**src/sv/assert_macros.svh**
```systemverilog
// assertion macros shared by the rtl files
`ifndef ASSERT_MACROS_SVH
`define ASSERT_MACROS_SVH

// property checked on every rising edge of clk, off while rst_n is low
`define ASSERT_PROP(lbl, prop) \
  lbl: assert property (@(posedge clk) disable iff (!rst_n) prop) \
    else $error("assertion failed");

// condition that must never be true
`define ASSERT_NEVER(lbl, cond) \
  `ASSERT_PROP(lbl, !(cond))

`endif

```
**src/sv/lpc_pkg.sv**
```systemverilog
// package: sizes, queue item type and search states
package lpc_pkg;

  localparam int MAX_LEN = 1024;
  localparam int AW      = $clog2(MAX_LEN);
  localparam int CW      = $clog2(MAX_LEN + 1);
  localparam int START_W = 10;
  localparam int LEN_W   = 11;
  localparam int QDEPTH  = 4;
  localparam int QAW     = $clog2(QDEPTH);
  localparam int QCW     = $clog2(QDEPTH + 1);

  typedef struct packed {
    logic [7:0]    char_byte;
    logic [AW-1:0] addr;
    logic          store;
    logic          last;
    logic          ovf;
    logic [CW-1:0] count;
  } lpc_item_t;

  typedef enum logic [2:0] {
    S_IDLE,
    S_CHECK,
    S_CMP,
    S_NEXT,
    S_OUT
  } lpc_state_t;

endpackage

```
**src/sv/lpc_if.sv**
```systemverilog
// valid/ready channel interfaces for the byte input and the result output
interface lpc_in_if;
  logic       valid;
  logic       ready;
  logic [7:0] char_byte;
  logic       is_last;

  modport source (output valid, char_byte, is_last, input ready);
  modport sink   (input valid, char_byte, is_last, output ready);
endinterface


```
**src/sv/lpc_front.sv**
```systemverilog
// front end: takes bytes, assigns buffer slots and tracks truncation
module lpc_front import lpc_pkg::*; (
  input  logic      clk,
  input  logic      rst_n,
  lpc_in_if.sink    in_ch,
  input  logic      full,
  output logic      push,
  output lpc_item_t push_item
);

  logic [CW-1:0] fill_r, fill_nxt;
  logic          ovf_r, ovf_nxt;
  logic          store;

  assign in_ch.ready = !full;
  assign push        = in_ch.valid && !full;
  assign store       = fill_r < CW'(MAX_LEN);

  always_comb begin
    push_item.char_byte = in_ch.char_byte;
    push_item.addr      = fill_r[AW-1:0];
    push_item.store     = store;
    push_item.last      = in_ch.is_last;
    push_item.ovf       = ovf_r || !store;
    push_item.count     = store ? fill_r + CW'(1) : fill_r;
  end

  always_comb begin
    fill_nxt = fill_r;
    ovf_nxt  = ovf_r;
    if (push) begin
      if (in_ch.is_last) begin
        fill_nxt = '0;
        ovf_nxt  = 1'b0;
      end else begin
        fill_nxt = push_item.count;
        ovf_nxt  = push_item.ovf;
      end
    end
  end

  always_ff @(posedge clk) begin
    if (!rst_n) begin
      fill_r <= '0;
      ovf_r  <= 1'b0;
    end else begin
      fill_r <= fill_nxt;
      ovf_r  <= ovf_nxt;
    end
  end

endmodule

```
**src/flat_wrapper.sv**
```systemverilog
// flat-port wrapper written by rule: the top's interface ports become plain ports
module lpc_front_flat import lpc_pkg::*;
  (clk, rst_n, full, push, push_item, in_ch_valid, in_ch_char_byte, in_ch_is_last, in_ch_ready);
  lpc_in_if in_ch_i ();
  input  logic clk;
  input  logic rst_n;
  input  logic full;
  output logic push;
  output lpc_item_t push_item;
  input wire logic [$bits(in_ch_i.valid)-1:0] in_ch_valid;
  input wire logic [$bits(in_ch_i.char_byte)-1:0] in_ch_char_byte;
  input wire logic [$bits(in_ch_i.is_last)-1:0] in_ch_is_last;
  output wire logic [$bits(in_ch_i.ready)-1:0] in_ch_ready;
  assign in_ch_i.valid = in_ch_valid;
  assign in_ch_i.char_byte = in_ch_char_byte;
  assign in_ch_i.is_last = in_ch_is_last;
  assign in_ch_ready = in_ch_i.ready;
  lpc_front u_core (.clk(clk), .rst_n(rst_n), .in_ch(in_ch_i), .full(full), .push(push), .push_item(push_item));
endmodule
```
**config.mk**
```make
export PLATFORM = sky130hd
export DESIGN_NAME = lpc_front_flat
export DESIGN_NICKNAME = d
export VERILOG_FILES = /design/src/sv/assert_macros.svh /design/src/sv/lpc_pkg.sv /design/src/sv/lpc_if.sv /design/src/sv/lpc_front.sv /design/src/flat_wrapper.sv
export SDC_FILE = /design/constraint.sdc
export NUM_CORES = 1
export LEC_CHECK = 0
export BUFFER_PORTS_ARGS = -buffer_cell sky130_fd_sc_hd__buf_2
export CORE_MARGIN = 3
export CORE_UTILIZATION = 30
export CTS_CLUSTER_SIZE = 30
export DETAILED_ROUTE_END_ITERATION = 10
export HOLD_SLACK_MARGIN = 0.08
export PLACE_DENSITY = 0.67
export SYNTH_ARGS = -nofsm -noshare
export SYNTH_HDL_FRONTEND = slang
export SYNTH_SLANG_ARGS = --single-unit
```
**constraint.sdc**
```tcl
create_clock -name clk -period 2.55 [get_ports clk]
set_input_delay 0.3825 -clock clk [delete_from_list [all_inputs] [get_ports clk]]
set_output_delay 0.3825 -clock clk [all_outputs]
set_load 0.05 [all_outputs]
```
==> flow_results.org <==
** Yosys
- sky130_fd_sc_hd__buf_4 is the most common cell in the netlist.
- Gate Count Post-Synth :: ~120
- Counting instances in the post-synthesis netlist gives the leading cell types as sky130_fd_sc_hd__buf_4 (20), sky130_fd_sc_hd__dfxtp_1 (12), sky130_fd_sc_hd__nand2_1 (9).
- Cells taking the most area after synthesis :: sky130_fd_sc_hd__dfxtp_1 (26%), sky130_fd_sc_hd__buf_4 (16%), sky130_fd_sc_hd__xnor2_1 (4.7%), sky130_fd_sc_hd__a21oi_1 (3.7%), sky130_fd_sc_hd__o21ai_0 (3.7%)
- Cell taking the most area after synthesis :: sky130_fd_sc_hd__dfxtp_1
- Number of unique standard cell types used by synthesis :: 34
- The synthesized netlist devotes approximately a quarter of its cell area to simple gates.
- Share of Yosys cell area claimed by the top area cell type :: approximately a quarter
- Averaged over all synthesized cells, the footprint is 8.138 um^2.
- Sequential fraction of the synthesis area :: between 20 and 30%
- Number of warnings issued by yosys :: 0
- Async S/R FF share, synth :: 0%
- Yosys mapped a number of flops with a built-in enable equal to 0.
- Xor/xnor cell area share of the yosys netlist :: 8.422%
- Primary flip-flop cell chosen by synthesis mapping :: sky130_fd_sc_hd__dfxtp_1
- Multiplexer cells account for under 10% of the synthesized area.
- Of the total synthesized cell area, the portion taken by full adders, half adders and majority gates is 1.337%.
- The synthesized netlist devotes between 10 and 15% of its cell area to compound gates.
- Dominant combinational cell family by area after synthesis :: simple AND/OR/NAND/NOR gates
- After synthesis the netlist holds a flip-flop and latch count of 12.
- Post-synthesis cell area :: 935.9 um^2
- Number of nets in the synthesized netlist :: between 100 and 150

** Cells and area
- Share of final-layout standard cells stronger than drive strength 1 :: approximately a third
- Layout overhead on the synthesized area :: 0.9358%
- The repair_antennas step left the layout with diodes totalling 0.
- Number of nets in the layout :: 138
- Summing all non-filler instances in the final layout gives an area of approximately 940 um^2.

** Status
- The run finished with clean final reports.

** Worst setup path
- STA classifies the critical path startpoint as a register.
- Worst R2R Setup Slack :: 0.79 ns
- Traced cell by cell, the critical path runs through ha_1, and4b_2, xor2_1, buf_2.
- The largest individual stage delay along the critical path comes from the cell sky130_fd_sc_hd__dfxtp_1.
- On the worst path, the slowest cell contributes a delay of 0.54 ns.
- Counting cells, the worst reg-to-reg path comes to 4.
- For the worst setup path, the data required time is roughly 2.2 ns.
- The critical path starts at u_core.fill_r[0]$_SDFFE_PN0P_.
- Critical path data arrival time :: 1.92 ns
- Of all nets on the critical path, the largest fanout is 8.
- Endpoint of the lowest-slack register-to-register path :: u_core.fill_r[9]$_SDFFE_PN0P_
- Capturing element type of the critical path :: primary output
- The setup path with the least slack is of type reg -> out.
- Origin of the critical flop-to-flop path :: u_core.fill_r[2]$_SDFFE_PN0P_
- The critical path ends at push_item[4].

** Clock network
- CTS clock-pin slew for the worst setup and hold paths :: around 0.070 ns
- Post_cts resized :: 0
- Clock tree root buffer cell :: sky130_fd_sc_hd__clkbuf_4
- Counting every sink on the clock net gives 12.
- Hold-fix buffer count after cts :: 0
- TritonCTS built the clock tree.
- TritonCTS buffer count :: 3
- Maximum root-to-sink buffer count :: 2
- Clock latency on the worst-skew pair, taken at its later pin, is 0.27 ns.
- Total number of H-tree levels :: 1
- Post-CTS Repair Setup Buffers :: 0

** STA
- Post-route fraction of the period consumed by the critical path :: between 90% and 100%
- Fmax :: between 400 and 500 MHz
- Max-slew violations :: 0
- Remaining max-slew budget at the tightest pin :: 73.63%
- Setup repair after global routing left no endpoint under its margin.
- After routing, the total negative slack on setup checks comes to 0 ns.
- Final hold viol count :: 0
- Across the routed clock network, the largest skew measured is 0.002468 ns.
- Min Tclk post-route :: roughly 2.3 ns
- Number of endpoints failing setup at the final stage :: 0
- For the pin with the worst max-slew slack, the measured transition is 0.3956 ns.
- Worst hold margin :: 0.4894 ns

** Routing
- Iteration-0 DRC count of the detailed router :: 24
- TritonRoute pass-1 iters :: 4
- Drt wl/cell :: roughly 14 um
- In the routed layout, each cell is associated on average with a via count of about 5.3.
- For this run, design rule violations remaining after detail routing come to 0.
- Length of routed met2 wiring :: approximately 900 um
- Via Count :: 810
- In this run the top signal layer used is met4.
- Wires add up to ~2100 um.
- The detail route stage leaves a number of antenna-violating nets equal to 0.
- Metal-1 WL :: roughly 1000 um
- Summed over all nets, wire length on met3 after detailed routing comes to ~150 um.

** Place
- The wire-length estimate of the detail-placed layout is roughly 1600 um.
- During placement, the flow inserted port buffers numbering 30.
- Once placement finished, the instance area stood at ~920 um^2.
- Routability-driven placement finished with a final weighted congestion of slightly below 0.8.

** Die
- The floorplan step set the die width to a little over 60 um.
- Number of top-level design ports :: between 40 and 50
- Initial Util :: 32.81%
- Num rows :: 19
- The floorplan step defined a die boundary enclosing around 3800 um^2.
- Floorplan core area :: 2853 um^2
- Height of the die :: approximately 60 um

** GRT
- Wire length of the first global-routing pass :: 3408 um
- Across every metal layer, demand over resource in global routing totals about an eighth.
- Global route overflow :: 0
- Entering global routing, the biggest net connects 14 pins.
- The via count of the first global-routing pass is roughly 770.
- The initial antenna violation count was 0.

** Pwr
- Across the VDD grid, the largest voltage drop is approximately 0.15 mV.
- For this design the static power due to leakage is between 0.4 and 0.5 nW.
- For this design the ratio of total power to cell area is about 370 nW/um^2.

** Job
- Max-cap violation count :: 0

** Min path
- Type of the worst min-delay path :: reg -> reg
-- worst min path at each step --
stage                                         start                              to  slack [ns]  depth (start not counted)
after floorplan           u_core.ovf_r$_SDFFE_PN0P_       u_core.ovf_r$_SDFFE_PN0P_        0.45                          2
after global placement    u_core.ovf_r$_SDFFE_PN0P_       u_core.ovf_r$_SDFFE_PN0P_        0.46                          2
after detailed placement  u_core.ovf_r$_SDFFE_PN0P_       u_core.ovf_r$_SDFFE_PN0P_        0.48                          2
after CTS                 u_core.ovf_r$_SDFFE_PN0P_       u_core.ovf_r$_SDFFE_PN0P_        0.50                          2
after global routing                  in_ch_is_last  u_core.fill_r[10]$_SDFFE_PN0P_        0.53                          2
final                     u_core.ovf_r$_SDFFE_PN0P_       u_core.ovf_r$_SDFFE_PN0P_        0.49                          2
-- power by group --
part	switching [mW]	leakage, nW	internal, mW
registers	0.00252	0.0967	0.188
logic	0.0337	0.320	0.0113
clock network	0.0610	0.0138	0.0547
-- layout make-up --
| type | instances | area [um^2] |
|---|---|---|
| Fill cell | 321 | 1908 |
| Multi-Input combinational cell | 73 | 478.0 |
| Sequential cell | 12 | 240.2 |
| Timing Repair Buffer | 30 | 150.1 |
| Tap cell | 31 | 38.79 |
| Clock buffer | 3 | 22.52 |
| Inverter | 4 | 15.01 |
-- kinds of logic (layout without fill, tap and decap cells) --
family	Yosys count	in the layout
compound gates	23	23
xor+xnor	9	9
fa+ha+maj	1	1
buf+inv	30	37
flops	12	12
mux	1	1
simple gates	39	39
-- worst max-delay path: cells and delay by family (launching register included) --
family	cells	cell delay, ns
xor gates and xnor gates	1	0.15
adders and majority gates	1	0.37
buffers and inverters	1	0.28
DFF	1	0.54
and+or+nand+nor	1	0.31
-- metal layers --
layer / vias up / track usage [%]
met5: - / 0
met4: 0 / 5.152
met3: 7 / 2.066
met2: 30 / 17.79
met1: 375 / 16.02
li1: 398 / -
-- state kept, by name (all words and copies together), names as in the netlist --
register,cells
u_core.fill_r,11
u_core.ovf_r,1
-- per-stage QoR --
stage	worst slack [ns]	util [%]	power [mW]	std cells
finish	0.2486	33.11	0.3514	153
global route	0.1507	33.11	0.3638	153
CTS	0.2578	33.11	0.3566	153
detailed placement	0.4952	32.32	0.2404	150
global placement	0.5748	32.32	0.2395	150
floorplan	0.3890	-	0.2659	115
-- cell usage in the layout, fill, tap and decap left out, drive strengths merged --
cell,count
a2bb2oi,1
o21ai,7
a21oi,7
a221oi,1
nor3,1
a41oi,1
and2,1
a22oi,2
nand2,9
inv,4
nand3b,3
dfxtp,12
buf,30
xor2,4
clkbuf,3
and4b,3
or2b,1
nand4,2
and2b,1
nand2b,1
a31oi,4
or3,4
or2,2
mux2,1
xnor2,5
nor2,6
nand3,3
ha,1
or4,2
(Power assumes the default switching activity.)
