`src/sv/assert_macros.svh`:
```
// assertion macros shared by the rtl files
`ifndef ASSERT_MACROS_SVH
`define ASSERT_MACROS_SVH

// property checked on every rising edge of clk, off while rst_n is low
`define ASSERT_PROP(lbl, prop) \
  lbl: assert property (@(posedge clk) disable iff (!rst_n) prop) \
    else $error("assertion failed");

// condition that must never be true
`define ASSERT_NEVER(lbl, cond) \
  `ASSERT_PROP(lbl, !(cond))

`endif

```
`src/sv/lpc_pkg.sv`:
```
// package: sizes, queue item type and search states
package lpc_pkg;

  localparam int MAX_LEN = 1024;
  localparam int AW      = $clog2(MAX_LEN);
  localparam int CW      = $clog2(MAX_LEN + 1);
  localparam int START_W = 10;
  localparam int LEN_W   = 11;
  localparam int QDEPTH  = 4;
  localparam int QAW     = $clog2(QDEPTH);
  localparam int QCW     = $clog2(QDEPTH + 1);

  typedef struct packed {
    logic [7:0]    char_byte;
    logic [AW-1:0] addr;
    logic          store;
    logic          last;
    logic          ovf;
    logic [CW-1:0] count;
  } lpc_item_t;

  typedef enum logic [2:0] {
    S_IDLE,
    S_CHECK,
    S_CMP,
    S_NEXT,
    S_OUT
  } lpc_state_t;

endpackage

```
`src/sv/lpc_if.sv`:
```


interface lpc_out_if import lpc_pkg::*; ();
  logic               valid;
  logic               ready;
  logic [START_W-1:0] best_start;
  logic [LEN_W-1:0]   best_length;
  logic               overflow;

  modport source (output valid, best_start, best_length, overflow, input ready);
  modport sink   (input valid, best_start, best_length, overflow, output ready);
endinterface

```
`src/sv/lpc_back.sv`:
```
// back end: writes bytes to the buffer and runs the center expansion search
`include "assert_macros.svh"

module lpc_back import lpc_pkg::*; (
  input  logic          clk,
  input  logic          rst_n,
  input  lpc_item_t     head,
  input  logic          empty,
  output logic          pop,
  output logic          ram_we,
  output logic [AW-1:0] ram_waddr,
  output logic [7:0]    ram_wdata,
  output logic [AW-1:0] ram_raddr_a,
  output logic [AW-1:0] ram_raddr_b,
  input  logic [7:0]    ram_rdata_a,
  input  logic [7:0]    ram_rdata_b,
  lpc_out_if.source     out_ch
);

  lpc_state_t    state_r, state_nxt;
  logic [CW-1:0] n_r, n_nxt;
  logic          ovf_r, ovf_nxt;
  logic [AW-1:0] k_r, k_nxt;
  logic          odd_r, odd_nxt;
  // lo carries one extra bit so that stepping below zero shows as the top bit
  logic [AW:0]   lo_r, lo_nxt;
  logic [CW-1:0] hi_r, hi_nxt;
  logic [CW-1:0] len_r, len_nxt;
  logic [AW-1:0] left_r, left_nxt;
  logic [CW-1:0] best_len_r, best_len_nxt;
  logic [AW-1:0] best_start_r, best_start_nxt;

  logic in_range, match, last_center;
  logic [CW-1:0] k_plus1;

  assign in_range    = !lo_r[AW] && (hi_r < n_r);
  assign match       = ram_rdata_a == ram_rdata_b;
  assign k_plus1     = CW'(k_r) + CW'(1);
  assign last_center = k_plus1 == n_r;

  always_comb begin
    state_nxt = state_r;
    unique case (state_r)
      S_IDLE:  if (!empty && head.last) state_nxt = S_CHECK;
      S_CHECK: state_nxt = in_range ? S_CMP : S_NEXT;
      S_CMP:   state_nxt = match ? S_CHECK : S_NEXT;
      S_NEXT:  state_nxt = (!odd_r && last_center) ? S_OUT : S_CHECK;
      S_OUT:   if (out_ch.ready) state_nxt = S_IDLE;
      default: state_nxt = S_IDLE;
    endcase
  end

  always_comb begin
    pop            = 1'b0;
    n_nxt          = n_r;
    ovf_nxt        = ovf_r;
    k_nxt          = k_r;
    odd_nxt        = odd_r;
    lo_nxt         = lo_r;
    hi_nxt         = hi_r;
    len_nxt        = len_r;
    left_nxt       = left_r;
    best_len_nxt   = best_len_r;
    best_start_nxt = best_start_r;
    unique case (state_r)
      S_IDLE: begin
        pop = !empty;
        if (!empty && head.last) begin
          n_nxt          = head.count;
          ovf_nxt        = head.ovf;
          k_nxt          = '0;
          odd_nxt        = 1'b1;
          lo_nxt         = '0;
          hi_nxt         = '0;
          len_nxt        = '0;
          left_nxt       = '0;
          best_len_nxt   = '0;
          best_start_nxt = '0;
        end
      end
      S_CHECK: ;
      S_CMP: begin
        if (match) begin
          left_nxt = lo_r[AW-1:0];
          len_nxt  = len_r + ((hi_r == CW'(lo_r)) ? CW'(1) : CW'(2));
          lo_nxt   = lo_r - (AW + 1)'(1);
          hi_nxt   = hi_r + CW'(1);
        end
      end
      S_NEXT: begin
        if (len_r > best_len_r) begin
          best_len_nxt   = len_r;
          best_start_nxt = left_r;
        end
        len_nxt = '0;
        if (odd_r) begin
          // even center between k and k+1
          odd_nxt  = 1'b0;
          lo_nxt   = {1'b0, k_r};
          hi_nxt   = k_plus1;
          left_nxt = k_r;
        end else if (!last_center) begin
          k_nxt    = k_r + AW'(1);
          odd_nxt  = 1'b1;
          lo_nxt   = {1'b0, k_r + AW'(1)};
          hi_nxt   = k_plus1;
          left_nxt = k_r + AW'(1);
        end
      end
      S_OUT: ;
      default: ;
    endcase
  end

  assign ram_we      = pop && head.store;
  assign ram_waddr   = head.addr;
  assign ram_wdata   = head.char_byte;
  assign ram_raddr_a = lo_r[AW-1:0];
  assign ram_raddr_b = hi_r[AW-1:0];

  assign out_ch.valid       = state_r == S_OUT;
  assign out_ch.best_start  = START_W'(best_start_r);
  assign out_ch.best_length = LEN_W'(best_len_r);
  assign out_ch.overflow    = ovf_r;

  always_ff @(posedge clk) begin
    n_r          <= n_nxt;
    ovf_r        <= ovf_nxt;
    k_r          <= k_nxt;
    odd_r        <= odd_nxt;
    lo_r         <= lo_nxt;
    hi_r         <= hi_nxt;
    len_r        <= len_nxt;
    left_r       <= left_nxt;
    best_len_r   <= best_len_nxt;
    best_start_r <= best_start_nxt;
  end

  always_ff @(posedge clk) begin
    if (!rst_n) begin
      state_r <= S_IDLE;
    end else begin
      state_r <= state_nxt;
    end
  end

  `ASSERT_PROP(a_cmp_in_range, (state_r == S_CMP) |-> (hi_r < n_r))
  `ASSERT_PROP(a_out_len_ok, (state_r == S_OUT) |-> (best_len_r != '0 && best_len_r <= n_r))

endmodule

```
`src/flat_wrapper.sv`:
```
// flat-port wrapper written by rule: the top's interface ports become plain ports
module lpc_back_flat import lpc_pkg::*;
  (clk, rst_n, head, empty, pop, ram_we, ram_waddr, ram_wdata, ram_raddr_a, ram_raddr_b, ram_rdata_a, ram_rdata_b, out_ch_valid, out_ch_best_start, out_ch_best_length, out_ch_overflow, out_ch_ready);
  lpc_out_if out_ch_i ();
  input  logic clk;
  input  logic rst_n;
  input  lpc_item_t head;
  input  logic empty;
  output logic pop;
  output logic ram_we;
  output logic [AW-1:0] ram_waddr;
  output logic [7:0] ram_wdata;
  output logic [AW-1:0] ram_raddr_a;
  output logic [AW-1:0] ram_raddr_b;
  input  logic [7:0] ram_rdata_a;
  input  logic [7:0] ram_rdata_b;
  output wire logic [$bits(out_ch_i.valid)-1:0] out_ch_valid;
  output wire logic [$bits(out_ch_i.best_start)-1:0] out_ch_best_start;
  output wire logic [$bits(out_ch_i.best_length)-1:0] out_ch_best_length;
  output wire logic [$bits(out_ch_i.overflow)-1:0] out_ch_overflow;
  input wire logic [$bits(out_ch_i.ready)-1:0] out_ch_ready;
  assign out_ch_valid = out_ch_i.valid;
  assign out_ch_best_start = out_ch_i.best_start;
  assign out_ch_best_length = out_ch_i.best_length;
  assign out_ch_overflow = out_ch_i.overflow;
  assign out_ch_i.ready = out_ch_ready;
  lpc_back u_core (.clk(clk), .rst_n(rst_n), .head(head), .empty(empty), .pop(pop), .ram_we(ram_we), .ram_waddr(ram_waddr), .ram_wdata(ram_wdata), .ram_raddr_a(ram_raddr_a), .ram_raddr_b(ram_raddr_b), .ram_rdata_a(ram_rdata_a), .ram_rdata_b(ram_rdata_b), .out_ch(out_ch_i));
endmodule
```
`config.mk`:
```
export PLATFORM = sky130hd
export DESIGN_NAME = lpc_back_flat
export DESIGN_NICKNAME = d
export VERILOG_FILES = /design/src/sv/lpc_pkg.sv /design/src/sv/lpc_if.sv /design/src/sv/lpc_back.sv /design/src/flat_wrapper.sv
export VERILOG_INCLUDE_DIRS = /design/src /design/src/sv
export SDC_FILE = /design/constraint.sdc
export NUM_CORES = 1
export LEC_CHECK = 0
export BUFFER_PORTS_ARGS = -buffer_cell sky130_fd_sc_hd__buf_2
export CORE_UTILIZATION = 30
export DETAILED_ROUTE_END_ITERATION = 7
export HOLD_SLACK_MARGIN = 0.1
export PLACE_DENSITY = 0.45
export SLEW_MARGIN = 0
export SYNTH_ARGS = -nofsm -noshare
export SYNTH_HDL_FRONTEND = slang
export SYNTH_SLANG_ARGS = --single-unit
```
`constraint.sdc`:
```
create_clock -name clk -period 7.7 [get_ports clk]
set_input_delay 0.77 -clock clk [delete_from_list [all_inputs] [get_ports clk]]
set_output_delay 0.77 -clock clk [all_outputs]
set_load 0.01 [all_outputs]
```
==> metrics.txt <==
status=complete, but fails checks; failing checks=design-rule violations; Worst R2R Start=u_core.hi_r[3]; Post-synth EDFFs=87; design area=6200 um2; Synth Area in Compound Gates=0.0843; critical path required time=7.78 ns; DR pass1 iterations=8; Die Ht=139 um; routed wire length=12,800 um; kind of critical path=flop to flop; gpl congestion=0.803; max-slew violations=0; Synth Area in XOR/XNOR=0.110; Mapped Cells=523; total power=1.24 mW; Initial Utilization=0.310; area grow syn2layout=10.2%; total gr overflow=0; H-tree depth=3; PnR worst setup slack=4.72 ns; worst r2r path cells=12; crit path DAT=3.06 ns; fin util=0.341; number of global-route vias before repair=3,765; Clk pwr share=0.393; Netlist cell types=59; Root Driver=clkbuf_16; sw frac=0.255; unrepaired setup endpoints after global routing=no; Worst Hold Endpoint=u_core.out_ch.best_start[6]; max incr delay on CP=0.51 ns; Mapped Nets=602; Final Skew=0.00923 ns; final hold viol count=0; Reg power frac=0.491; core footprint=18,100 um2; Post-Syn Area=5620 um2; Worst Path Max Fanout=6; CTS tree=yes; die footprint=19,300 um2; initial antenna violation count=0; Worst Setup End Kind=flop; WHS=0.520 ns; Tmin final=2.98 ns; Internal=0.921 mW; slew of the pin with the lowest slew margin=1.15 ns; synthesized-area fraction occupied by adder cells=0.0614; Buf/Inv on CP=2; NetSw=0.315 mW; max-cap violation count=0; PwrDens=199 nW/um2; Max Root-Sink Buffers=2; vias=3,747; GRT Total Usage=0.138; postcts setup bufs=0; worst skew pair latency=0.35 ns; flops & latches, synth=90; Slowest cell on crit path=edfxtp_1; mux cell area share after synthesis=0.00534; fin cells=784; post-route ant nets=0; Worst Hold Depth=1; Avg Cell Area, Syn=10.8 um2; post-DR wirelength/cell=16.4 um; Die X=139 um; std cell rows=49; Min-Delay Path Class=flop to flop; # IOs=115; f_max=336 MHz; static leakage=2.38 nW; Critical Path Start Type=flop; DP Worst Slack=4.33 ns; cts repair resizes=0; initial DRC count=277; ys flop type=edfxtp_1; VDD IR max=0.102 mV; first-pass GRT wire length=20,500 um; Buffers on Ports=78; n_diodes=0; cell-by-cell trace of the critical path=xor2_1, nor4_1, nand4_1, inv_1, ha_1, inv_1, fa_1, nor2_1, nand2_1, nor2_1, xnor2_1, nor2_1; DP HPWL=9410 um; vias per inst=4.78; clock sink count=90; simple-gate share of the synthesized area=0.164; R2R setup slack=4.72 ns; layout cells sized above 1=0.200; main combinational cell family by area after synthesis=simple AND/OR/NAND/NOR gates; worst flop-to-flop path endpoint=u_core.len_r[10]; Worst path top cell family by delay=simple AND/OR/NAND/NOR gates; fraction of registers with async set/reset=0; Inst Count DP=768; warnings from Yosys=0; TNS Setup=0 ns; post-synthesis sequential area ratio=0.475; # setup viols final=0; final period utilization=0.387; DR DRC count=6; largest net degree at the start of global routing=44; cell mode on critical path=nor2_1; HP Start=u_core.left_r[6]; cts-stage hold buffer count=0; CTS buffer count=9; Comb pwr share=0.116; nets@finish=629; slew margin rel.=0.231; placed inst area=5870 um2; clock edge transition at the registers on the reported setup and hold paths=0.07 ns
[logic make-up after synthesis]
kind of cell / after synthesis
mux: 3
simple gates: 169
buf+inv: 92
flops: 90
xor+xnor: 68
fa+ha+maj: 27
compound gates: 74
[cell usage in the layout (no fill, tap or decap), drive strengths merged, types with 3 or more instances in the layout]
cell type	n
edfxtp	87
buf	81
nor2	42
xor2	40
inv	30
nand2	27
xnor2	27
ha	26
and2	25
o22ai	22
nand3	19
o21ai	18
nor4	12
nor3	11
clkbuf	9
nand4	8
a21oi	7
a21o	5
and3	4
o31ai	4
nor2b	3
mux2i	3
o21a	3
a31oi	3
dfxtp	3
and3b	3
[per-layer routing]
metal,vias up,track usage,share of wire
met5,-,0,0
met4,0,0.0491,0.016
met3,22,0.0304,0.038
met2,65,0.224,0.46
met1,1779,0.182,0.48
li1,1881,-,-
[cells in the mapped netlist, types with 4 or more instances]
master	number	area share
edfxtp_1	87	0.46
nor2_1	42	0.028
xor2_1	40	0.062
buf_4	39	0.052
inv_1	27	0.018
nand2_1	27	0.018
ha_1	26	0.058
xnor2_1	26	0.040
and2_1	24	0.027
o22ai_1	22	0.024
nand3_1	19	0.017
o21ai_0	18	0.016
clkbuf_1	15	0.010
nor3_1	11	0.0098
nor4_1	11	0.012
a21oi_1	7	0.0062
nand4_1	7	0.0078
a21o_1	5	0.0067
clkbuf_8	5	0.012
and3_1	4	0.0044
o31ai_1	4	0.0053
[registers in the layout (all words and copies together) (netlist names)]
register	count
u_core.odd_r	1
u_core.len_r	11
u_core.out_ch.overflow	1
u_core.lo_r	11
u_core.out_ch.best_length	11
u_core.n_r	11
u_core.k_r	10
u_core.left_r	10
u_core.hi_r	11
u_core.out_ch.best_start	10
u_core.state_r	3
[layout make-up]
type | instances | area [um2]
fillers | 1876 | 12000
repair buffers | 81 | 413
clock inverters | 7 | 98.8
multi-input cells | 341 | 2400
inverters | 27 | 101
well taps | 229 | 287
flip-flops and latches | 90 | 2670
clock buffers | 9 | 225
[worst max-delay path by stage]
stage,cells after the start,start,endpoint,slack [ns]
after floorplan,5,ram_rdata_b[2],u_core.hi_r[0],3.41
after global placement,6,empty,u_core.out_ch.best_start[0],4.44
after detailed placement,6,empty,u_core.out_ch.best_start[1],4.33
after CTS,12,u_core.hi_r[3],u_core.len_r[10],4.67
after global routing,5,u_core.state_r[1],u_core.out_ch.best_start[1],4.40
final,12,u_core.hi_r[3],u_core.len_r[10],4.72
[power groups by stage]
stage	combinational (mW)	clock, mW	sequential [mW]
floorplan	0.123	0	0.604
global placement	0.145	0	0.618
detailed placement	0.146	0	0.618
CTS	0.147	0.501	0.607
global route	0.162	0.518	0.612
finish	0.144	0.485	0.607
Note: power is estimated with default switching activity, not from simulation.
