===== src/sv/assert_macros.svh =====
// assertion macros shared by the rtl files
`ifndef ASSERT_MACROS_SVH
`define ASSERT_MACROS_SVH

// property checked on every rising edge of clk, off while rst_n is low
`define ASSERT_PROP(lbl, prop) \
  lbl: assert property (@(posedge clk) disable iff (!rst_n) prop) \
    else $error("assertion failed");

// condition that must never be true
`define ASSERT_NEVER(lbl, cond) \
  `ASSERT_PROP(lbl, !(cond))

`endif


===== src/sv/lpc_pkg.sv =====
// package: sizes, queue item type and search states
package lpc_pkg;

  localparam int MAX_LEN = 1024;
  localparam int AW      = $clog2(MAX_LEN);
  localparam int CW      = $clog2(MAX_LEN + 1);
  localparam int START_W = 10;
  localparam int LEN_W   = 11;
  localparam int QDEPTH  = 4;
  localparam int QAW     = $clog2(QDEPTH);
  localparam int QCW     = $clog2(QDEPTH + 1);

  typedef struct packed {
    logic [7:0]    char_byte;
    logic [AW-1:0] addr;
    logic          store;
    logic          last;
    logic          ovf;
    logic [CW-1:0] count;
  } lpc_item_t;

  typedef enum logic [2:0] {
    S_IDLE,
    S_CHECK,
    S_CMP,
    S_NEXT,
    S_OUT
  } lpc_state_t;

endpackage


===== src/sv/lpc_fifo.sv =====
// short queue of classified bytes between front and back
`include "assert_macros.svh"

module lpc_fifo import lpc_pkg::*; (
  input  logic      clk,
  input  logic      rst_n,
  input  logic      push,
  input  lpc_item_t push_item,
  input  logic      pop,
  output lpc_item_t head,
  output logic      full,
  output logic      empty
);

  lpc_item_t       mem_r [QDEPTH];
  logic [QAW-1:0]  wr_ptr_r, rd_ptr_r;
  logic [QCW-1:0]  cnt_r, cnt_nxt;

  assign full  = cnt_r == QCW'(QDEPTH);
  assign empty = cnt_r == '0;
  assign head  = mem_r[rd_ptr_r];

  always_comb begin
    cnt_nxt = cnt_r;
    if (push && !pop) begin
      cnt_nxt = cnt_r + QCW'(1);
    end else if (pop && !push) begin
      cnt_nxt = cnt_r - QCW'(1);
    end
  end

  always_ff @(posedge clk) begin
    if (push) begin
      mem_r[wr_ptr_r] <= push_item;
    end
  end

  always_ff @(posedge clk) begin
    if (!rst_n) begin
      wr_ptr_r <= '0;
      rd_ptr_r <= '0;
      cnt_r    <= '0;
    end else begin
      if (push) begin
        wr_ptr_r <= wr_ptr_r + QAW'(1);
      end
      if (pop) begin
        rd_ptr_r <= rd_ptr_r + QAW'(1);
      end
      cnt_r <= cnt_nxt;
    end
  end

  `ASSERT_NEVER(a_fifo_no_overrun, push && full)
  `ASSERT_NEVER(a_fifo_no_underrun, pop && empty)

endmodule


===== config.mk =====
export PLATFORM = sky130hd
export DESIGN_NAME = lpc_fifo
export DESIGN_NICKNAME = d
export VERILOG_FILES = /design/src/sv/lpc_pkg.sv /design/src/sv/lpc_fifo.sv
export VERILOG_INCLUDE_DIRS = /design/src /design/src/sv
export SDC_FILE = /design/constraint.sdc
export NUM_CORES = 1
export LEC_CHECK = 0
export BUFFER_PORTS_ARGS = -buffer_cell sky130_fd_sc_hd__buf_4
export CAP_MARGIN = 20
export CORE_MARGIN = 5
export CORE_UTILIZATION = 49
export DETAILED_ROUTE_END_ITERATION = 16
export GPL_TIMING_DRIVEN = 0
export PLACE_DENSITY = 0.72
export SYNTH_ARGS = -nofsm -noshare
export SYNTH_HDL_FRONTEND = slang
export SYNTH_SLANG_ARGS = --single-unit

===== constraint.sdc =====
create_clock -name clk -period 4.7 [get_ports clk]
set_input_delay 0.94 -clock clk [delete_from_list [all_inputs] [get_ports clk]]
set_output_delay 0.94 -clock clk [all_outputs]
set_load 0.005 [all_outputs]

==> results of run 1 <==
[power by group through the flow]
stage                     clock (mW)  combinational [mW]  sequential (mW)
after global placement             0               0.289             1.44
after floorplan                    0               0.155             1.44
after CTS                       1.34               0.294             1.42
final                           1.32               0.285             1.42
after global routing            1.41               0.313             1.43
after detailed placement           0               0.293             1.44
[final timing paths]
| check | start | end | slack (ns) | cells past startpoint |
|---|---|---|---|---|
| min | cnt_r[2] | cnt_r[2] | 0.54 | 2 |
| min reg2reg | cnt_r[2] | cnt_r[2] | 0.54 | 2 |
| max reg2reg | wr_ptr_r[0] | mem_r[0][19] | 3.01 | 3 |
| max | register | head[2] | 1.96 | 4 |
[metal layers]
| metal | GRT usage [%] | vias up | part of all wire [%] |
|---|---|---|---|
| met3 | 4.42 | 9 | 5.3 |
| met4 | 6.01 | 0 | 1.2 |
| met5 | 0 | - | 0 |
| li1 | - | 1049 | - |
| met1 | 18.6 | 1150 | 44 |
| met2 | 22.0 | 62 | 49 |
[worst max-delay path, cell delays in order (launching register included)]
cell	delay, ns
dfxtp_1	0.32
buf_6	0.14
buf_12	0.16
mux4_2	0.52
buf_4	0.15
[flip-flops by register name, indices dropped and copies added (netlist names), named ones only]
signal / count
mem_r: 128
wr_ptr_r: 2
rd_ptr_r: 2
cnt_r: 3
[logic make-up after synthesis]
kind of cell               Yosys count  synth area share, %
and+or+nand+nor                     15                 1.79
AOI/OAI and AO/OA                    2                0.245
adders and majority gates            6                 1.62
muxes                               34                 14.7
xor gates and xnor gates             5                0.858
buffers and inverters               11                 1.99
DFF                                137                 78.8
[layout make-up]
cell class	count	share of cell area (%)
Sequential cell	137	62.9
Multi-Input combinational cell	62	15.4
Timing Repair Buffer	69	8.10
Clock buffer	18	6.54
Clock inverter	13	2.78
Tap cell	136	2.66
Buffer	7	1.35
Inverter	4	0.235
[layout by cell type (no fill, tap or decap), types with 3 or more instances in the layout]
cell       instances
buf_4             69
buf_2              3
mux4_2            30
clkbuf_16         16
clkinv_1           3
dfxtp_1            9
ha_1               5
bufinv_16          4
xor2_1             3
buf_12             3
edfxtp_1         128
and2_1             5
and2_2             4
inv_1              4
[stage by stage]
step           hold WS (ns)  instance area, um2  power, mW  utilization (%)
3_3_place_gp          0.487                5790       1.73             56.6
3_5_place_dp          0.540                5800       1.74             56.7
4_1_cts               0.545                6390       3.06             62.5
6_report              0.543                6390       3.03             62.5
2_1_floorplan         0.472                5100       1.59                -
5_1_grt               0.572                6390       3.14             62.5
==> impl_results.md, run 1 <==
- Outcome: completed
- Syn Inst Count: 210
- Max-Cap Viols: 0
- Period minus WS final: around 2.7 ns
- # fillers: between 700 and 800
- # diodes: 0
- Clock Tree Root: clkbuf_8
- Post-synthesis cell type count: 21
- Leak: 2.23 nW
- CTS Buf Count: 17
- Die Y: around 110 um
- Final TNS setup: 0 ns
- Asr flop ratio synth: 0%
- Full die area: 12,600 um2
- Clk Latency, worst-skew pair: just over 0.5 ns
- Yosys warning total: 0
- CP Data Arrival Time: around 1.8 ns
- Largest net degree at the start of global routing: 33
- Initial Util: between 40% and 50%
- Drt initial violations: between 100 and 150
- Synth top area share: between 70 and 80%
- CP max FO: 10
- Non-Filler Instances: 446
- First-pass GRT wire length: 13,200 um
- Worst-Margin Slew: roughly 0.89 ns
- DR WL/cell: between 15 and 20 um
- Clock share of power: 43.7%
- Setup crit start kind: register
- Seq pwr share: a little under half
- Period utilization: just under 60%
- Post-synth top flop: edfxtp_1
- Synth cell count leaders: edfxtp_1, mux4_2, and2_1, dfxtp_1, ha_1
- Io pins: 70
- Worst clock skew: 0.00962 ns
- Post-route setup slack: 1.96 ns
- Sw power: about 610 uW
- Pins Over Slew Limit: 0
- Peak supply drop: around 0.00019 V
- CTS tree: done
- Hold Buf Count CTS: 0
- RSZ-0062 raised after global routing: no
- Setup Buffers After CTS: 0
- Hold crit path type: register to register
- Vias in the first global route: 2,467
- Ratio of cells with drive above 1 in the final layout: approximately 44%
- Mapped Avg Cell Area: ~24 um2
- Syn_nets: about 250
- Clock buffer depth: 2
- Slew headroom: between 40 and 50%
- CTS sink cnt: ~140
- GRT Util Overall: roughly 14%
- Row count: 37
- Placed Cells: roughly 420
- Seq cells post-synth: between 100 and 150
- Fin nets: 340
- Switching Fraction: a little over 20%
- Gate power share: under 10%
- Crit end category: output port
- Final hold violation count: 0
- Initial antenna violation count: 0
- Port Buffer Count: between 60 and 70
- Area of the multi-input gates: approximately 980 um2
- Crit Path Category: register to output port
- GRT overflow: 0
- Clock transition at path regs: 0.06 ns
- Internal power: between 2 and 2.5 mW
- Routed WL: slightly above 8000 um
- Mapped Area: between 5000 and 6000 um2
- Most common cell in the netlist: edfxtp_1
- CTS resizes: 0
- Cell Pwr Density: approximately 470 nW/um2
- Drt drc: 0
- CP Data Required Time: around 3.8 ns
- Post-place setup slack: between 2 and 2.5 ns
- HPWL after detailed placement: 4810 um
- Top post-synthesis cells by area: edfxtp_1, mux4_2, dfxtp_1
- Initial DRT Pass Iterations: 4
- Highest clock rate: 0.365 GHz
- Core ar.: between 10,000 and 15,000 um2
- Reg area: approximately 4000 um2
- Seq/Total Area, Yosys: about four fifths
- Area growth syn-to-layout: 25.3%
- Final ANT Viol Nets: 0
- H-tree Lvls: 4
- Final setup fails: 0
- Via count: ~2,300
- Post-synth EDFFs: between 100 and 150
- Via density: between 5 and 6
- Final GP Congestion: around 0.65
- Synth area leader: edfxtp_1
- Die X: between 100 and 150 um
Power figures use the tool's default switching activity.
==> run 2: changes to the inputs <==
Settings changed: ABC_AREA set to 1, PLACE_DENSITY 0.72 to 0.74.
Clock period 4.7 ns to 2.39 ns, I/O delays scaled along.
==> impl_results.md, run 2 <==
- CTS Buf Count: 17
- Clock buffer depth: 2
- Post-synthesis cell type count: 20
- Initial DRT Pass Iterations: 4
- Vias in the first global route: approximately 3,400
- Number of stages on the worst hold path: 1
- Largest net degree at the start of global routing: 33
- Mapped Avg Cell Area: roughly 14 um2
- GRT Util Overall: 17.6%
- Row count: 37
- Hold crit path type: input port to register
- CP Data Arrival Time: around 1.7 ns
- Finished layout cell area: approximately 6400 um2
- Final hold violation count: 0
- Highest clock rate: around 0.45 GHz
- Ratio of cells with drive above 1 in the final layout: between 20% and 30%
- Max-Cap Viols: 0
- WHS: 0.167 ns
- Port Buffer Count: 69
- Most common cell in the netlist: edfxtp_1
- GRT overflow: 0
- Slew headroom: 45.6%
- Via count: between 3,000 and 4,000
- Post-synth EDFFs: around 130
- Die X: 113 um
- Die Y: 113 um
- Clock share of power: slightly above 40%
- Synth top area share: about 74%
- Drt initial violations: 154
- Fin nets: 497
- Yosys warning total: 0
- Commonest non-fill, non-tap cell in the layout: edfxtp_1
- Via density: roughly 5.3
- Full die area: 12,800 um2
- Seq cells post-synth: approximately 140
- Synth cell count leaders: edfxtp_1, nor2_1, o21ai_0
- Number of flip-flops in the largest register: about 130
- First-pass GRT wire length: roughly 17,000 um
- Final ANT Viol Nets: 0
- Final GP Congestion: a little over 0.7
- HPWL after detailed placement: approximately 6400 um
- Initial antenna violation count: 0
- Worst clock skew: a little under 0.007 ns
- Clock transition at path regs: ~0.060 ns
- Crit end category: output port
- Mapped Area: 5220 um2
- Worst-Margin Slew: around 0.81 ns
- H-tree Lvls: 4
- Final core occ: 62.1%
- Leak: about 2.4 nW
- Switching Fraction: approximately a fifth
- Period minus WS final: around 2.2 ns
- Drt drc: 0
- # fillers: 788
- Hold Buf Count CTS: 0
- Largest registers: mem_r x128, cnt_r x3
- Seq pwr share: about half
- RSZ-0062 raised after global routing: no
- Pins Over Slew Limit: 0
- Sw power: ~1.2 mW
- Gate power share: around 9.7%
- DR WL/cell: 17.8 um
- Cell Pwr Density: slightly below 900 nW/um2
- Internal power: between 4 and 5 mW
- Synth area leader: edfxtp_1
- CTS tree: done
- Crit Path Category: register to output port
- CP max FO: 10
- Worst-case reg-to-reg path depth: 4
- Clk Latency, worst-skew pair: between 0.5 and 0.6 ns
- Outcome: completed
- Syn_nets: 409
- Period utilization: between 90% and 100%
- Post-synth top flop: edfxtp_1
- Commonest non-fill, non-tap cells in the layout: edfxtp_1, buf_4, nor2_1, o21ai_0, o22ai_1
- Syn Inst Count: about 370
- Core ar.: ~10,000 um2
- Area growth syn-to-layout: 23.4%
- # diodes: 0
- Top post-synthesis cells by area: edfxtp_1, nor2_1, o21ai_0
- Placed instance area: 5910 um2
- Io pins: 70
- CTS sink cnt: roughly 140
- Clock Tree Root: clkbuf_8
- Final TNS setup: 0 ns
- Seq/Total Area, Yosys: between 70 and 80%
- Peak supply drop: between 0.0004 and 0.0005 V
- Asr flop ratio synth: 0%
- Top reg by flops: mem_r
- Setup crit start kind: register
- Routed WL: roughly 11,000 um
- Initial Util: just over 50%
- CP Data Required Time: around 1.9 ns
- Final setup fails: 0
-- run 2: cells by family after synthesis --
| family | count (synthesis) | synth area share [%] |
|---|---|---|
| DFF | 137 | 77.1 |
| AOI/OAI and AO/OA | 106 | 10.9 |
| buffers and inverters | 36 | 4.39 |
| adders and majority gates | 6 | 1.58 |
| and+or+nand+nor | 82 | 6.02 |
-- run 2: power by group through the flow --
stage	combinational, mW	sequential (mW)	clock, mW
finish	0.550	2.77	2.32
global route	0.609	2.78	2.47
CTS	0.558	2.77	2.36
detailed placement	0.554	2.82	0
global placement	0.538	2.82	0
floorplan	0.269	2.81	0
-- run 2: stage by stage --
step | setup slack (ns) | cells | power, mW
after floorplan | 0.781 | 367 | 3.08
after global placement | 0.224 | 572 | 3.36
after detailed placement | 0.649 | 572 | 3.37
after CTS | 0.0830 | 604 | 5.69
after global routing | 0.0622 | 604 | 5.85
final | 0.181 | 604 | 5.64
-- run 2: cell type report --
cell class	instances	area (um2)	area share, %
Buffer	19	159	2.47
Clock buffer	28	485	7.54
Clock inverter	4	45.0	0.699
Inverter	17	71.3	1.11
Multi-Input combinational cell	194	967	15.0
Sequential cell	137	4020	62.5
Tap cell	136	170	2.64
Timing Repair Buffer	69	518	8.04
-- run 2: what timing repair did --
item | 4_1_cts | 5_1_grt
buffers inserted | 0 | 0
setup endpoints to repair | 0 | 6
gates resized for setup | 0 | 2
-- run 2: worst paths after layout --
kind	from	to	slack (ns)
max	register	head[2]	0.18
min	push_item[30]	mem_r[3][30]	0.17
max reg2reg	wr_ptr_r[0]	mem_r[0][26]	0.77
min reg2reg	rd_ptr_r[1]	rd_ptr_r[1]	0.44
-- run 2: critical path, stage by stage (launching register included) --
cell,delay (ns)
dfxtp_1,0.43
buf_2,0.28
o21ai_0,0.14
o22ai_1,0.22
buf_4,0.15
-- run 2: per-layer routing --
metal  share of wire (%)  vias up  global-route usage (%)
met5                   0        -                       0
met4                 1.4        0                    8.25
met3                 5.5       13                    5.24
met2                  52       91                    29.7
met1                  41     1551                    20.8
li1                    -     1533                       -
==> run 3: changes to the inputs <==
Clock period 2.39 ns to 1.8 ns, I/O delays scaled along.
==> impl_results.md, run 3 (synthesis gave the netlist of run 2 again) <==
- Outcome: finished, violations left
- Failing checks: setup timing
- Hold crit path type: input port to register
- Initial DRT Pass Iterations: 4
- Drt initial violations: about 160
- H-tree Lvls: 4
- Number of flip-flops in the largest register: approximately 130
- Row count: 37
- Pins Over Slew Limit: 0
- # fillers: about 720
- Final GP Congestion: just over 0.7
- Clk Latency, worst-skew pair: a little over 0.5 ns
- Period utilization: 112%
- Post-place setup slack: 0.146 ns
- CP bufs+invs: 4
- Commonest non-fill, non-tap cell in the layout: edfxtp_1
- Peak supply drop: roughly 0.0006 V
- First-pass GRT wire length: around 17,000 um
- Setup crit start kind: register
- Commonest non-fill, non-tap cells in the layout: edfxtp_1, buf_4, nor2_1, o21ai_0, o22ai_1
- Slowest library cell on the worst path: dfxtp_4
- Via density: 5.43
- Final ANT Viol Nets: 0
- Die X: about 110 um
- Highest clock rate: 0.495 GHz
- WHS: between 0.05 and 0.06 ns
- Cell Pwr Density: ~1100 nW/um2
- Number of stages on the worst hold path: 1
- Crit Path Category: register to output port
- CP Data Required Time: between 1 and 1.5 ns
- Core ar.: 10,400 um2
- Worst-Margin Slew: slightly above 0.8 ns
- Die Y: between 100 and 150 um
- Max-Cap Viols: 0
- HPWL after detailed placement: between 6000 and 7000 um
- Hold Buf Count CTS: 0
- Top reg by flops: mem_r
- Clock buffer depth: 2
- CTS sink cnt: around 140
- Post-route setup slack: -0.221 ns
- Initial Util: 50.3%
- Ratio of cells with drive above 1 in the final layout: around 37%
- Io pins: 70
- Clock transition at path regs: 0.06 ns
- Worst-case reg-to-reg path depth: 4
- Clock Tree Root: clkbuf_8
- GRT Util Overall: 17.7%
- Full die area: about 13,000 um2
- Critical path depth: 6
- CP max FO: 6
- Reg area: 4030 um2
- CTS Buf Count: 17
- Routed WL: approximately 11,000 um
- Period minus WS final: between 2 and 2.5 ns
- Crit end category: output port
- Via count: around 3,300
- Initial antenna violation count: 0
- RSZ-0062 raised after global routing: yes
- Total Power: 7.68 mW
- CTS tree: done
- Largest registers: mem_r x128, cnt_r x3
- Port Buffer Count: between 60 and 70
- Finished layout cell area: approximately 7000 um2
- Placed instance area: 5910 um2
- Drt drc: 0
- Area of the multi-input gates: between 1000 and 1500 um2
- CP Cell Sequence: buf_8, inv_6, clkbuf_16, nor2_1, o22ai_1, buf_4
- Vias in the first global route: 3,429
- Final setup fails: 32
- GRT overflow: 0
- # diodes: 0
- Area growth syn-to-layout: 32.4%
- Slew headroom: 44.7%
- Largest net degree at the start of global routing: 33
- Max stage delay on crit path: ~0.36 ns
- Leak: between 2 and 3 nW
- Fin nets: just over 500
- Final hold violation count: 0
- CP Data Arrival Time: roughly 1.7 ns
- Delay-heaviest family, CP: buffers and inverters
- Worst clock skew: 0.00725 ns
- DR WL/cell: between 15 and 20 um
[run 3: timing repair]
item | CTS | global route
pin swaps | 1 | 10
endpoints found under the setup margin | 32 | 32
gates resized for setup | 19 | 85
buffers inserted | 2 | 0
cloned | 1 | 4
[run 3: power by group]
part           total, mW  leakage, nW  internal (mW)  switching, mW
Combinational      0.887         1.02          0.416          0.471
Sequential          3.69         1.25           3.64         0.0526
Clock               3.11        0.261           1.94           1.17
[run 3: stage by stage]
stage / util, % / setup TNS [ns] / std cells
3_3_place_gp: 57.0 / -35.63 / 572
5_1_grt: 66.6 / -7.71 / 611
2_1_floorplan: - / 0 / 367
6_report: 66.6 / -5.21 / 611
4_1_cts: 62.8 / -5.51 / 607
3_5_place_dp: 57.0 / 0 / 572
[run 3: path summary, 6_finish.rpt]
kind | from | end | slack (ns)
worst max-delay path | register | head[4] | -0.22
worst min-delay path | push_item[30] | mem_r[3][30] | 0.05
worst max register to register | wr_ptr_r[0] | mem_r[0][15] | 0.16
worst min register to register | rd_ptr_r[1] | register | 0.44
[run 3: cell type report]
class / count / area share (%)
Clock inverter: 4 / 0.652
Timing Repair Buffer: 75 / 9.02
Tap cell: 136 / 2.46
Timing Repair inverter: 1 / 0.127
Buffer: 19 / 3.55
Inverter: 17 / 1.10
Sequential cell: 137 / 58.3
Multi-Input combinational cell: 194 / 17.7
Clock buffer: 28 / 7.03
[run 3: worst register-to-register path, stage by stage, from the launching register on]
cell and delay, ns:
dfxtp_1 0.32, inv_1 0.11, ha_1 0.15, nand2_1 0.06
inv_2 0.60
[run 3: routing by layer]
| metal | vias up | share of wire [%] | global-route usage (%) | wire length (um) |
|---|---|---|---|---|
| li1 | 1554 | - | - | - |
| met1 | 1636 | 39 | 20.5 | 4510 |
| met3 | 9 | 6.3 | 5.24 | 725 |
| met4 | 0 | 0.88 | 8.41 | 101 |
| met5 | - | 0 | 0 | 0 |
| met2 | 118 | 54 | 30.3 | 6160 |
